**src/design/rbm_pkg.sv**
```systemverilog
// ----------------------------------------------------------------------------
// rbm_pkg
// Shared types, constants and the divider step for the RGB555 blend-mode unit.
// ----------------------------------------------------------------------------
package rbm_pkg;

  localparam int unsigned CH_W    = 5;
  localparam int unsigned PIX_W   = 15;
  localparam int unsigned RED_POS = 10;
  localparam int unsigned GRN_POS = 5;

  localparam logic [CH_W-1:0] CH_MAX = 5'd31;
  localparam logic [CH_W:0]   CH_ONE = 6'd32;

  // Blend rule codes; the unused code passes the background through
  typedef enum logic [2:0] {
    BM_DIFF      = 3'd0,
    BM_INVMUL    = 3'd1,
    BM_SOFT      = 3'd2,
    BM_DODGE     = 3'd3,
    BM_SATADD    = 3'd4,
    BM_LIGHTEN   = 3'd5,
    BM_SOFTDODGE = 3'd6
  } blend_mode_t;

  // Load enables of the four pipeline stages
  typedef struct packed {
    logic ld1;
    logic ld2;
    logic ld3;
    logic ld4;
  } stg_en_t;

  // One restoring-division step: remainder below divisor, divisor 1..32
  typedef struct packed {
    logic [CH_W:0] rem;
    logic          qbit;
  } dstep_t;

  function automatic dstep_t div_step(input logic [CH_W:0] rem, input logic [CH_W:0] dvs);
    logic [CH_W+1:0] dbl;
    dstep_t          res;
    dbl = {rem, 1'b0};
    if (dbl >= {1'b0, dvs}) begin
      res.rem  = (CH_W+1)'(dbl - {1'b0, dvs});
      res.qbit = 1'b1;
    end else begin
      res.rem  = (CH_W+1)'(dbl);
      res.qbit = 1'b0;
    end
    return res;
  endfunction

endpackage

```
**src/design/rbm_chan.sv**
```systemverilog
// ----------------------------------------------------------------------------
// rbm_chan
// Four-stage datapath that blends one 5-bit color channel.
// ----------------------------------------------------------------------------
module rbm_chan (
  input  logic                      clk,
  input  rbm_pkg::stg_en_t          en,
  input  logic [2:0]                mode,
  input  logic [rbm_pkg::CH_W-1:0]  spr,
  input  logic [rbm_pkg::CH_W-1:0]  bg,
  output logic [rbm_pkg::CH_W-1:0]  res
);

  localparam int unsigned W = rbm_pkg::CH_W;

  // Stage 1: order the channels, form the products and the sum
  logic [W-1:0]  hi_w, lo_w;
  logic [W:0]    inv_w, cmp_w;
  logic [2*W:0]  psoft_w, pinv_w;

  logic [W-1:0]  s1_b_r, s1_hi_r, s1_lo_r;
  logic [W:0]    s1_inv_r, s1_sum_r;
  logic [2*W-1:0] s1_psoft_r, s1_pinv_r;

  always_comb begin
    hi_w    = (spr > bg) ? spr : bg;
    lo_w    = (spr > bg) ? bg : spr;
    inv_w   = rbm_pkg::CH_ONE - {1'b0, spr};
    cmp_w   = rbm_pkg::CH_ONE - {1'b0, hi_w};
    psoft_w = {{W{1'b0}}, cmp_w} * {{(W+1){1'b0}}, lo_w};
    pinv_w  = {{(W+1){1'b0}}, bg} * {{W{1'b0}}, inv_w};
  end

  always_ff @(posedge clk) begin
    if (en.ld1) begin
      s1_b_r     <= bg;
      s1_hi_r    <= hi_w;
      s1_lo_r    <= lo_w;
      s1_inv_r   <= inv_w;
      s1_sum_r   <= {1'b0, spr} + {1'b0, bg};
      s1_psoft_r <= psoft_w[2*W-1:0];
      s1_pinv_r  <= pinv_w[2*W-1:0];
    end
  end

  // Stage 2: soft value, direct results and division setup
  logic [W:0]    tsum_w;
  logic [W-1:0]  t_w, simple_w, x_w;

  logic [W-1:0]  s2_simple_r;
  logic          s2_ovf_r;
  logic [W:0]    s2_rem_r, s2_d_r;

  always_comb begin
    tsum_w = {1'b0, s1_hi_r} + {1'b0, s1_psoft_r[2*W-1:W]};
    t_w    = tsum_w[W] ? rbm_pkg::CH_MAX : tsum_w[W-1:0];
    case (mode)
      rbm_pkg::BM_DIFF:    simple_w = s1_hi_r - s1_lo_r;
      rbm_pkg::BM_INVMUL:  simple_w = s1_pinv_r[2*W-1:W];
      rbm_pkg::BM_SOFT:    simple_w = t_w;
      rbm_pkg::BM_SATADD:  simple_w = s1_sum_r[W] ? rbm_pkg::CH_MAX : s1_sum_r[W-1:0];
      rbm_pkg::BM_LIGHTEN: simple_w = s1_hi_r;
      default:             simple_w = s1_b_r;
    endcase
    x_w = (mode == rbm_pkg::BM_SOFTDODGE) ? t_w : s1_b_r;
  end

  always_ff @(posedge clk) begin
    if (en.ld2) begin
      s2_simple_r <= simple_w;
      s2_ovf_r    <= ({1'b0, x_w} >= s1_inv_r);
      s2_rem_r    <= {1'b0, x_w};
      s2_d_r      <= s1_inv_r;
    end
  end

  // Stage 3: first three quotient bits
  rbm_pkg::dstep_t st3 [3];

  logic [W-1:0]  s3_simple_r;
  logic          s3_ovf_r;
  logic [W:0]    s3_rem_r, s3_d_r;
  logic [2:0]    s3_q_r;

  always_comb begin
    st3[0] = rbm_pkg::div_step(s2_rem_r, s2_d_r);
    st3[1] = rbm_pkg::div_step(st3[0].rem, s2_d_r);
    st3[2] = rbm_pkg::div_step(st3[1].rem, s2_d_r);
  end

  always_ff @(posedge clk) begin
    if (en.ld3) begin
      s3_simple_r <= s2_simple_r;
      s3_ovf_r    <= s2_ovf_r;
      s3_rem_r    <= st3[2].rem;
      s3_d_r      <= s2_d_r;
      s3_q_r      <= {st3[0].qbit, st3[1].qbit, st3[2].qbit};
    end
  end

  // Stage 4: last two quotient bits, saturate and pick the result
  rbm_pkg::dstep_t st4 [2];
  logic [W-1:0]    div_w, out_w;
  logic [W-1:0]    s4_res_r;

  always_comb begin
    st4[0] = rbm_pkg::div_step(s3_rem_r, s3_d_r);
    st4[1] = rbm_pkg::div_step(st4[0].rem, s3_d_r);
    div_w  = s3_ovf_r ? rbm_pkg::CH_MAX : {s3_q_r, st4[0].qbit, st4[1].qbit};
    out_w  = (mode == rbm_pkg::BM_DODGE || mode == rbm_pkg::BM_SOFTDODGE) ? div_w
                                                                           : s3_simple_r;
  end

  always_ff @(posedge clk) begin
    if (en.ld4) begin
      s4_res_r <= out_w;
    end
  end

  assign res = s4_res_r;

endmodule

```
**src/design/rgb555_blend_mode_unit_core.sv**
```systemverilog
// ----------------------------------------------------------------------------
// rgb555_blend_mode_unit_core
// Blends a sprite and a background RGB555 pixel per channel under a mode.
// ----------------------------------------------------------------------------
// The unit takes one pixel pair per clock while in_stall is low and returns the
// blended pixel through a four-stage pipeline (order and multiply, soft value
// and divider setup, three quotient bits, two quotient bits and select). Each
// stage holds only while its successor is full and stalled, so bubbles close
// up and a stalled output does not block input until the pipeline is full.
// blend_mode is written over the APB port at byte address 0 and must only be
// changed while no transaction is in flight.
module rgb555_blend_mode_unit_core (
  input  logic                       clk,
  input  logic                       rst_n,
  // input channel
  input  logic                       in_valid,
  output logic                       in_stall,
  input  logic [rbm_pkg::PIX_W-1:0]  in_sprite_pixel,
  input  logic [rbm_pkg::PIX_W-1:0]  in_background_pixel,
  // result channel
  output logic                       out_valid,
  input  logic                       out_stall,
  output logic [rbm_pkg::PIX_W-1:0]  out_blended_pixel,
  // configuration port
  input  logic                       psel,
  input  logic                       penable,
  input  logic                       pwrite,
  input  logic [2:0]                 paddr,
  input  logic [31:0]                pwdata,
  output logic [31:0]                prdata,
  output logic                       pready
);

  localparam int unsigned W = rbm_pkg::CH_W;

  // Configuration register
  logic [2:0] mode_r;

  always_ff @(posedge clk) begin
    if (!rst_n) begin
      mode_r <= 3'(rbm_pkg::BM_DIFF);
    end else if (psel && penable && pwrite && !paddr[2]) begin
      mode_r <= pwdata[2:0];
    end
  end

  assign pready = 1'b1;
  assign prdata = paddr[2] ? 32'd0 : {29'd0, mode_r};

  // Stage valid bits and per-stage ready
  logic v1_r, v2_r, v3_r, v4_r;
  logic rdy1, rdy2, rdy3, rdy4;
  rbm_pkg::stg_en_t en;

  always_comb begin
    rdy4   = !v4_r || !out_stall;
    rdy3   = !v3_r || rdy4;
    rdy2   = !v2_r || rdy3;
    rdy1   = !v1_r || rdy2;
    en.ld1 = rdy1;
    en.ld2 = rdy2;
    en.ld3 = rdy3;
    en.ld4 = rdy4;
  end

  // Advance valid bits with the data
  always_ff @(posedge clk) begin
    if (!rst_n) begin
      v1_r <= 1'b0;
      v2_r <= 1'b0;
      v3_r <= 1'b0;
      v4_r <= 1'b0;
    end else begin
      if (rdy1) v1_r <= in_valid;
      if (rdy2) v2_r <= v1_r;
      if (rdy3) v3_r <= v2_r;
      if (rdy4) v4_r <= v3_r;
    end
  end

  assign in_stall  = !rdy1;
  assign out_valid = v4_r;

  // Channel datapaths
  logic [W-1:0] red_res, grn_res, blu_res;

  rbm_chan u_red (
    .clk  (clk),
    .en   (en),
    .mode (mode_r),
    .spr  (in_sprite_pixel[rbm_pkg::RED_POS +: W]),
    .bg   (in_background_pixel[rbm_pkg::RED_POS +: W]),
    .res  (red_res)
  );

  rbm_chan u_grn (
    .clk  (clk),
    .en   (en),
    .mode (mode_r),
    .spr  (in_sprite_pixel[rbm_pkg::GRN_POS +: W]),
    .bg   (in_background_pixel[rbm_pkg::GRN_POS +: W]),
    .res  (grn_res)
  );

  rbm_chan u_blu (
    .clk  (clk),
    .en   (en),
    .mode (mode_r),
    .spr  (in_sprite_pixel[W-1:0]),
    .bg   (in_background_pixel[W-1:0]),
    .res  (blu_res)
  );

  assign out_blended_pixel = {red_res, grn_res, blu_res};

endmodule
```
**config.mk**
```make
export PLATFORM = sky130hd
export DESIGN_NAME = rgb555_blend_mode_unit_core
export DESIGN_NICKNAME = d
export VERILOG_FILES = /design/src/design/rbm_pkg.sv /design/src/design/rbm_chan.sv /design/src/design/rgb555_blend_mode_unit_core.sv
export SDC_FILE = /design/constraint.sdc
export NUM_CORES = 1
export LEC_CHECK = 0
export BUFFER_PORTS_ARGS = -buffer_cell sky130_fd_sc_hd__buf_2
export CORE_MARGIN = 2
export CORE_UTILIZATION = 65
export CTS_BUF_LIST = sky130_fd_sc_hd__clkbuf_4 sky130_fd_sc_hd__clkbuf_8 sky130_fd_sc_hd__clkbuf_16
export DETAILED_ROUTE_END_ITERATION = 8
export PLACE_DENSITY = 0.84
export SETUP_SLACK_MARGIN = 0.3
export SKIP_LAST_GASP = 1
export SYNTH_ARGS = -nofsm -noshare
export SYNTH_HDL_FRONTEND = slang
export SYNTH_SLANG_ARGS = --single-unit
```
**constraint.sdc**
```tcl
create_clock -name clk -period 13.3 [get_ports clk]
set_clock_uncertainty 0.05 [all_clocks]
set_input_delay 2.66 -clock clk [delete_from_list [all_inputs] [get_ports clk]]
set_output_delay 2.66 -clock clk [all_outputs]
set_load 0.02 [all_outputs]
```
======== After elaboration in Yosys (flattened, before gate mapping) ========
Cells that the tools add are included.
operators by class
  $add $sub $neg .......................... 27
  $mul .................................... 6
  order comparisons ....................... 21
  equal/unequal tests ..................... 6
  multiplexer cells ....................... 40
  reductions and logical operators ........ 16
operators by type and width
  kind                 count
  $mux 5               21
  $ge 7x6->1           12
  $mux 7               12
  $pmux 5 s5           3
  $sub 6x6->6          12
  $add 5x5->6          6
  $sub 6x5->6 const A  6
  $mul 5x6->10         3
  $mul 6x5->10         3
  $ge 5x6->1           3
  $ge 6x6->1           3
  $gt 5x5->1           3
  $sub 5x5->5          3
  $eq 3x3->1 const B   3
  $logic_not 1->1      7
  $eq 3x2->1 const B   2
  $logic_or 1x1->1     5
  $eq 3x1->1 const B   1
  $logic_and 1x1->1    3
  $logic_not 3->1      1
  $mux 1               3
  $mux 3               1
storage, ports and cells
  register bits after elaboration ......... 277
  output and inout port bits .............. 50

======== Logic depth before layout (Yosys ltp) ========
Gate-level depths: netlist (run 1).
  depth after elaboration ................. 6
  depth in mapped cells ................... 27

======== Hierarchy ========
A second synthesis (run 1) with hierarchy kept.
unflattened totals
  cells, all modules ...................... 2056
  area total of the unflattened synthesis .. 20634.8 sq um
modules (own cells, without submodules)
  module                       instances  cells an instance  area an instance (sq um)
  rbm_chan (u_blu)             1          666                6706.4
  rbm_chan (u_grn)             1          665                6697.7
  rbm_chan (u_red)             1          657                6678.9
  rgb555_blend_mode_unit_core  1          68                 551.8

======== Worst setup path after synthesis (run 1) ========
No wires, ideal clock.
  kind .................................... input port to output port
  from .................................... input port out_stall
  to ...................................... output port in_stall
  arrival time ............................ 6480 ps
  required time ........................... 10590 ps
  slack ................................... 4110 ps
  cell stages on the path ................. 3
  path buffers ............................ 0
  path through ............................ and3_1 nand3_1 inv_1
on the way
  cells in the longest elaborated chain, start to end .. 6
ends and longest elaborated chain
  item              RTL line                           text
  from (decl)       rgb555_blend_mode_unit_core.sv:22  input logic out_stall,
  $logic_not 1->1   rgb555_blend_mode_unit_core.sv:56  rdy4 = !v4_r || !out_stall;
  $logic_or 1x1->1  rgb555_blend_mode_unit_core.sv:56
  $logic_or 1x1->1  rgb555_blend_mode_unit_core.sv:57  rdy3 = !v3_r || rdy4;
  $logic_or 1x1->1  rgb555_blend_mode_unit_core.sv:58  rdy2 = !v2_r || rdy3;
  $logic_or 1x1->1  rgb555_blend_mode_unit_core.sv:59  rdy1 = !v1_r || rdy2;
  $logic_not 1->1   rgb555_blend_mode_unit_core.sv:81  assign in_stall = !rdy1;
  to (decl)         rgb555_blend_mode_unit_core.sv:17  output logic in_stall,
Every way passes these cells.

======== Worst setup path after layout (run 1) ========
  from .................................... input port in_background_pixel[2] in the netlist's numbering
  to ...................................... register u_blu.s1_psoft_r[9], data pin
on the way
  cells in the longest elaborated chain, start to end .. 4
  elaborated cells on any way between the ends .. 5
  classes of those cells .................. 1 x add/sub; 1 x mul; 1 x order compare; 2 x mux
ends and longest elaborated chain
  item                  RTL line                           text
  from (decl)           rgb555_blend_mode_unit_core.sv:19  input logic [rbm_pkg::PIX_W-1:0] in_background_pixel,
  $gt 5x5->1            rbm_chan.sv:26, rbm_chan.sv:27
  $mux 5                rbm_chan.sv:26                     hi_w = (spr > bg) ? spr : bg;
  $sub 6x5->6           rbm_chan.sv:29                     cmp_w = rbm_pkg::CH_ONE - {1'b0, hi_w};
  $mul 6x5->10 (*)      rbm_chan.sv:30                     psoft_w = {{W{1'b0}}, cmp_w} * {{(W+1){1'b0}}, lo_w};
  net u_blu.psoft_w[9]  rbm_chan.sv:19                     logic [2*W:0] psoft_w, pinv_w;
  to (signal assigned)  rbm_chan.sv:41                     s1_psoft_r <= psoft_w[2*W-1:0];
  to (decl)             rbm_chan.sv:23                     logic [2*W-1:0] s1_psoft_r, s1_pinv_r;
Mark *: on every way through the listed nets, which the timed path passes. The rest lies on a longest branch.
A chain may end at the register's enable or synchronous reset.

==> flow_metrics.py, run 1 <==
metrics = {
    "routing": {
        "detailedRoute.firstIterationViolations": 1107,
        "wire_per_inst_um": 17.0,
        "drt_wl_total_mm": 42.1,
        "route.vias.total": 14600,
        "detail_route.drc_violations": 0,
        "drt_first_pass_iters": 5,
        "route.antenna.remaining_nets": 0,
        "via_per_inst": 5.91,
    },
    "floorplanning": {
        "die_width_um": 180,
        "placementRows": 64,
        "floorplan.initialDensity_pct": 65.9,
        "core_area_um2": 30600,
        "dieHeight_um": 180,
        "i_o_pin_total": 122,
        "die-area_um2": 32400,
    },
    "final_layout": {
        "antenna-diode-count": 0,
        "fillers": 2094,
        "instances_no_fill": 2475,
        "area.growth.synth_to_final_pct": 7.49,
        "post_route_cells_drive_above_1_share_pct": 8.08,
        "final_nets": 2462,
        "final_cell_mix": "255 x inv_1, 255 x ha_1, 240 x edfxtp_1",
        "fin_area_um2": 21700,
    },
    "placed_design": {
        "dp_hpwl_mm": 31.8,
        "dpl.cell_count": 2428,
        "gp_congestion": 0.911,
        "dpl_cell_area_um2": 20700,
        "detailedPlace.worstSlack_ns": 4.58,
        "placement.io_buffers": 60,
    },
    "logic_synthesis": {
        "synth.distinct_cells": 78,
        "synth_sequential_area_ratio_pct": 36.5,
        "postSynth.asyncResetShare_pct": 0,
        "ys_dominant_reg_cell": "edfxtp_1",
        "number_of_synthesis_warnings": 0,
        "synth-seq-cells": 247,
        "syn-cell-area_um2": 20200,
        "syn_inst": 2002,
        "synth_edf_count": 240,
        "post_synth.cell_area_avg_um2": 10.1,
    },
    "clocking": {
        "cts_htree_levels": 1,
        "numCtsBuffers": 26,
        "clock_tree_from_tritoncts": "done",
        "cts_sink_cnt": 247,
        "clk_latency_ns": 0.54,
        "cts.root.buffer_cell": "clkbuf_16",
        "clockBufferDepth": 3,
        "ctsResizeCount": 0,
        "cts-hold-fix-buffers": 0,
        "clk_pin_slew_ns": 0.06,
        "post_cts.repair.setup_buffers": 0,
    },
    "timing": {
        "final-max-slew-violation-count": 0,
        "timing.setup.tns_ns": 0,
        "timing.final.setup_violations": 0,
        "slew-limit-headroom_pct": 22.7,
        "fin_crit_sh_pct": 62.3,
        "fmax_mhz": 121,
        "measured_slew_at_the_worst_slew_check_pin_ns": 1.16,
        "final-hold-violation-count": 0,
        "clock_period_minus_final_worst_setup_slack_ns": 8.28,
        "grt_setup_unrepaired": "no",
        "postLayoutSetupSlackWorst_ns": 5.02,
    },
    "global_route": {
        "grtUsageTotal_pct": 25.9,
        "grt_antenna_before_repair": 0,
        "grt_pass1_wl_mm": 70.2,
        "grt.overflow.total": 0,
        "grt_pass1_vias": 14700,
        "grt_max_degree": 64,
    },
    "worst_setup_path": {
        "timing.critical_path.fanout_max": 11,
        "critical_path.cell_chain": "buf_2, inv_1, ha_1, a211oi_1, o221ai_2, o21ai_2, mux2i_1, and3_2, xnor2_1, nor2_1, fa_1, fa_1, inv_1, fa_1, inv_1, ha_1, nand2_1, nor2_1, a31o_4, o41a_1, a21oi_2, xnor3_1",
        "timing.critical_path.arrival_ns": 8.51,
        "critPathKind": "in2reg",
        "critical_path.endpoint_type": "flip-flop",
        "setup.worst_path.start_class": "input port",
        "cp.required_ns": 13.52,
        "timing.critical_path.slowest_cell_delay_ns": 0.55,
        "cp_slowest_cell": "fa_1",
    },
    "worst_hold_path": {
        "min-delay-path-class": "reg2reg",
    },
    "power": {
        "power_consumption_uw": 3660,
        "power-per-cell-area_nw_per_um2": 169,
        "static-leakage-power_uw": 0.0102,
        "power.ir.vdd_worst_uv": 129,
    },
    "job": {
        "maxCapViolations": 0,
    },
    "outcome": {
        "status": "completed",
    },
}
[sequential cells by signal (all words and copies together) (netlist names), 6 cells and up]
name and cells:
u_blu.s3_d_r 6, u_blu.s1_sum_r 6, u_red.s3_rem_r 6, u_red.s1_sum_r 6, u_blu.s2_d_r 6, u_red.s2_d_r 6
u_grn.s1_inv_r 6, u_blu.s1_inv_r 6, u_grn.s3_rem_r 6, u_red.s3_d_r 6, u_grn.s1_sum_r 6, u_grn.s3_d_r 6
u_blu.s3_rem_r 6, u_red.s1_inv_r 6, u_grn.s2_d_r 6
[per-layer routing]
layer | routed length (µm) | GRT usage [%]
met5 | 0 | 0
met4 | 962 | 7.45
met3 | 2660 | 3.31
met2 | 20400 | 43.9
met1 | 18100 | 35.2
[path summary, 6_finish.rpt]
| kind | slack [ns] | from | to | cells past startpoint |
|---|---|---|---|---|
| worst min-delay path | 0.37 | u_red.s2_simple_r[1] | u_red.s3_simple_r[1] | 0 |
| worst max register to register | 5.98 | u_red.s2_d_r[0] | u_red.s3_rem_r[2] | 23 |
| worst max-delay path | 5.02 | in_background_pixel[2] | u_blu.s1_psoft_r[9] | 22 |
| worst min register to register | 0.37 | u_red.s2_simple_r[1] | u_red.s3_simple_r[1] | 0 |
[cells by family (layout without fill, tap and decap cells)]
group           after synthesis  after routing  synth area share (%)
compound gates              360            360                  11.5
fa+ha+maj                   330            330                  23.3
other cells                   2             30                0.0373
flops                       247            247                  36.5
xor+xnor                    118            118                  5.26
mux                          91             91                  4.74
buf+inv                     321            370                  6.59
simple gates                533            533                  12.1
[stage by stage]
step / hold WS, ns / utilization [%]
floorplan: 0.350 / -
global placement: 0.355 / 67.8
detailed placement: 0.355 / 67.8
CTS: 0.368 / 70.8
global route: 0.377 / 70.8
finish: 0.368 / 70.8
[cell usage after synthesis, types with 5 or more instances]
library cell / n / area share, %
inv_1: 256 / 4.8
ha_1: 255 / 16
edfxtp_1: 240 / 36
nor2_1: 195 / 3.6
nand2_1: 152 / 2.8
a21oi_1: 98 / 2.4
o21ai_0: 94 / 2.3
xnor2_1: 79 / 3.4
fa_1: 75 / 7.5
mux2i_1: 57 / 2.8
and2_1: 41 / 1.3
nor2b_1: 41 / 1.3
xor2_1: 37 / 1.6
mux2_2: 33 / 1.8
buf_4: 30 / 1.1
clkbuf_1: 27 / 0.50
nor3_1: 27 / 0.67
a21o_1: 26 / 0.97
nand2b_1: 22 / 0.68
o21a_1: 21 / 0.78
nand3_1: 15 / 0.37
o21bai_1: 13 / 0.48
o31ai_1: 11 / 0.41
nand4_1: 10 / 0.31
o22ai_1: 10 / 0.31
a31oi_1: 9 / 0.28
a211oi_1: 8 / 0.30
a21boi_0: 8 / 0.30
nor4_1: 8 / 0.25
dfxtp_1: 7 / 0.70
a41oi_1: 6 / 0.26
o22a_1: 6 / 0.26
or2_2: 5 / 0.16
[where the power goes]
group | leakage [µW] | internal [µW] | total (µW) | switching [µW]
sequential | 0.00263 | 1100 | 1190 | 86.8
clock | 0.000439 | 472 | 766 | 295
combinational | 0.00709 | 732 | 1700 | 972
total | 0.0102 | 2310 | 3660 | 1350
[layout make-up]
type	instances	area (µm²)	area share, %
sequential	247	7350	33.9
clock inverter	17	214	0.988
timing repair buffer	65	338	1.56
tap	396	495	2.29
clock buffer	30	698	3.22
multi-input combinational	1462	11600	53.5
inverter	258	968	4.47
[critical path, delay by kind of cell]
kind,cells,cell delay (ns)
compound gates,6,1.58
xor+xnor,2,0.52
fa+ha+maj,5,2.26
buf+inv,4,0.45
mux,1,0.48
simple gates,4,0.55
Note: power is estimated with default switching activity, not from simulation.
==> run 2: changes to the inputs <==
ABC_AREA = 1   (was default)
CORE_UTILIZATION = 57   (was 65)
PLACE_DENSITY = 0.78   (was 0.84)
clock period = 6.71 ns   (was 13.3 ns; I/O delays follow)
==> run 2 against run 1 <==
Compared with the run above:
- sequential cell count did not move
- core utilization fell by 7.7 points
- synthesized cell count rose by 18%
- final area is 3.6% higher
- sequential share of layout area shrank 1.2 points
- non-clock buffer count up 25
- cell count grew 19%
==> flow_metrics.py, run 2 <==
metrics = {
    "timing": {
        "final-hold-violation-count": 0,
        "clock_period_minus_final_worst_setup_slack_ns": 5.97,
        "fin_crit_sh_pct": 89.0,
        "hold_slack_ns": 0.371,
        "final-max-slew-violation-count": 0,
        "fmax_mhz": 167,
        "measured_slew_at_the_worst_slew_check_pin_ns": 1.14,
        "grt_setup_unrepaired": "no",
        "slew-limit-headroom_pct": 23.3,
        "timing.final.setup_violations": 0,
        "timing.setup.tns_ns": 0,
    },
    "logic_synthesis": {
        "synth_sequential_area_ratio_pct": 35.7,
        "post_synth.cell_area_avg_um2": 8.71,
        "postSynth.asyncResetShare_pct": 0,
        "synth_edf_count": 240,
        "synth_area_leaders": "edfxtp_1 35%, ha_1 15%, nand2_1 9.4%",
        "synth.distinct_cells": 58,
        "syn_inst": 2364,
        "synth-seq-cells": 247,
        "ys_dominant_reg_cell": "edfxtp_1",
        "syn-cell-area_um2": 20600,
        "synth.cells.most_frequent": "517 x nand2_1, 419 x inv_1, 255 x ha_1",
        "number_of_synthesis_warnings": 0,
        "synth_top_cell_by_area": "edfxtp_1",
        "post-synth-top-count-cell": "nand2_1",
        "yosys.area.top_type_share_pct": 35.0,
    },
    "clocking": {
        "numCtsBuffers": 26,
        "clock_tree_from_tritoncts": "done",
        "cts_htree_levels": 1,
        "ctsResizeCount": 0,
        "cts_sink_cnt": 247,
        "clockBufferDepth": 3,
        "clk_pin_slew_ns": 0.06,
        "cts.root.buffer_cell": "clkbuf_16",
        "cts-hold-fix-buffers": 0,
        "post_cts.repair.setup_buffers": 0,
        "clk_latency_ns": 0.53,
    },
    "worst_setup_path": {
        "critPathKind": "in2reg",
        "critical_path.cell_chain": "buf_2, inv_1, ha_1, nand2_1, nor2_2, nand2_2, nand3_4, nand2_2, o21ai_4, ha_1, xnor2_1, buf_4, or2_1, fa_1, fa_1, inv_1, fa_1, ha_1, inv_1, o21bai_1, a221oi_1, nand2_1, nand2_1, nand2_1",
        "timing.critical_path.arrival_ns": 6.20,
        "timing.critical_path.fanout_max": 12,
        "timing.critical_path.slowest_cell_delay_ns": 0.55,
        "cp_slowest_cell": "fa_1",
        "critical_path.endpoint_type": "flip-flop",
        "path_buf_inv": 5,
        "cp.required_ns": 6.94,
        "critical_path.most_common_cell": "nand2_1",
        "r2r_cells": 24,
        "timing.critical_path.max_delay_family": "adder cells",
        "rr_startpoint": "u_grn.s2_d_r[0]",
        "worst_case_register_to_register_setup_slack_ns": 1.25,
        "setup.worst_path.start_class": "input port",
        "startpoint": "in_background_pixel[3]",
        "crit-reg2reg-capture": "u_grn.s3_rem_r[1]",
    },
    "global_route": {
        "grt_max_degree": 65,
        "grt.overflow.total": 0,
        "grt_pass1_vias": 16100,
        "grt_pass1_wl_mm": 75.6,
        "grtUsageTotal_pct": 23.9,
        "grt_antenna_before_repair": 0,
    },
    "routing": {
        "drt_wl_total_mm": 44.2,
        "route.antenna.remaining_nets": 0,
        "wire_per_inst_um": 15.0,
        "detail_route.drc_violations": 0,
        "drt_first_pass_iters": 8,
        "via_per_inst": 5.45,
        "route.vias.total": 16000,
        "detailedRoute.firstIterationViolations": 1398,
    },
    "final_layout": {
        "final_nets": 2860,
        "area.growth.synth_to_final_pct": 9.00,
        "antenna-diode-count": 0,
        "final_common_cell": "nand2_1",
        "fin_area_um2": 22400,
        "fillers": 2923,
        "final_cell_mix": "516 x nand2_1, 416 x inv_1, 255 x ha_1",
        "post_route_cells_drive_above_1_share_pct": 8.84,
    },
    "placed_design": {
        "gp_congestion": 0.921,
        "placement.io_buffers": 60,
        "dp_hpwl_mm": 34.9,
        "dpl_cell_area_um2": 21500,
    },
    "worst_hold_path": {
        "min_from": "u_red.s2_simple_r[0]",
        "min_delay_worst_endpoint": "u_red.s3_simple_r[0]",
        "min-delay-path-class": "reg2reg",
        "worstHoldPathCells": 0,
    },
    "power": {
        "power.ir.vdd_worst_uv": 221,
        "power-per-cell-area_nw_per_um2": 332,
        "static-leakage-power_uw": 0.0114,
    },
    "floorplanning": {
        "die-area_um2": 37700,
        "dieHeight_um": 194,
        "core_area_um2": 35600,
        "die_width_um": 194,
        "placementRows": 69,
        "floorplan.initialDensity_pct": 57.9,
        "i_o_pin_total": 122,
    },
    "outcome": {
        "status": "completed",
    },
    "job": {
        "maxCapViolations": 0,
    },
}
run 2: changes by cell type in the layout (fill, tap and decap cells not counted), sizes merged, moves of 34 or more:
cell and change:
mux2i -58, nand3 +80, inv +170, nor2b -41
xnor2 -34, nand4 +35, nand2 +382, and2 -40
run 2: kinds of logic after synthesis:
group                    synth area share, %
buffers and inverters                   9.56
AO/OA/AOI/OAI                           8.79
flip-flops                              35.7
AND/OR/NAND/NOR                         18.5
XOR/XNOR                                4.58
other                                 0.0365
multiplexers                          0.0547
adder cells (fa/ha/maj)                 22.8
run 2: worst max-delay path by stage:
stage                           to  slack [ns]  cells past startpoint
3_3_place_gp   u_blu.s1_psoft_r[9]        0.30                     24
3_5_place_dp   u_blu.s1_psoft_r[9]        0.24                     24
6_report       u_blu.s1_psoft_r[9]        0.74                     24
5_1_grt        u_grn.s1_psoft_r[8]        0.35                     23
4_1_cts        u_blu.s1_psoft_r[9]        0.79                     24
2_1_floorplan      u_blu.s1_b_r[0]        0.47                      7
run 2: stage by stage:
step / std cells / setup slack [ns] / utilization, % / total power [µW]
after floorplan: 2392 / 0.466 / - / 5050
after global placement: 2891 / 0.303 / 60.5 / 5700
after detailed placement: 2891 / 0.241 / 60.5 / 5870
after CTS: 2939 / 0.791 / 63.1 / 7470
after global routing: 2939 / 0.350 / 63.1 / 8110
final: 2939 / 0.736 / 63.1 / 7460
run 2: report_power, final:
group          switching (µW)  total (µW)  internal (µW)
Clock                     589        1550            958
Combinational            2160        3540           1380
Sequential                177        2380           2200
Total                    2930        7460           4540
run 2: cell type report:
cell class	count	area, µm²	share of cell area [%]
clock buffer	34	723	3.22
inverter	432	1630	7.27
sequential	247	7350	32.7
tap	461	577	2.57
clock inverter	14	219	0.975
timing repair buffer	90	538	2.40
multi-input combinational	1661	11400	50.8
run 2: layer usage:
layer  part of all wire (%)  global-route usage [%]  wire length (µm)
met1                     43                    31.6             18900
met2                     49                    41.6             21700
met3                    5.8                    2.78              2560
met4                    2.2                    6.40               986
met5                      0                       0                 0
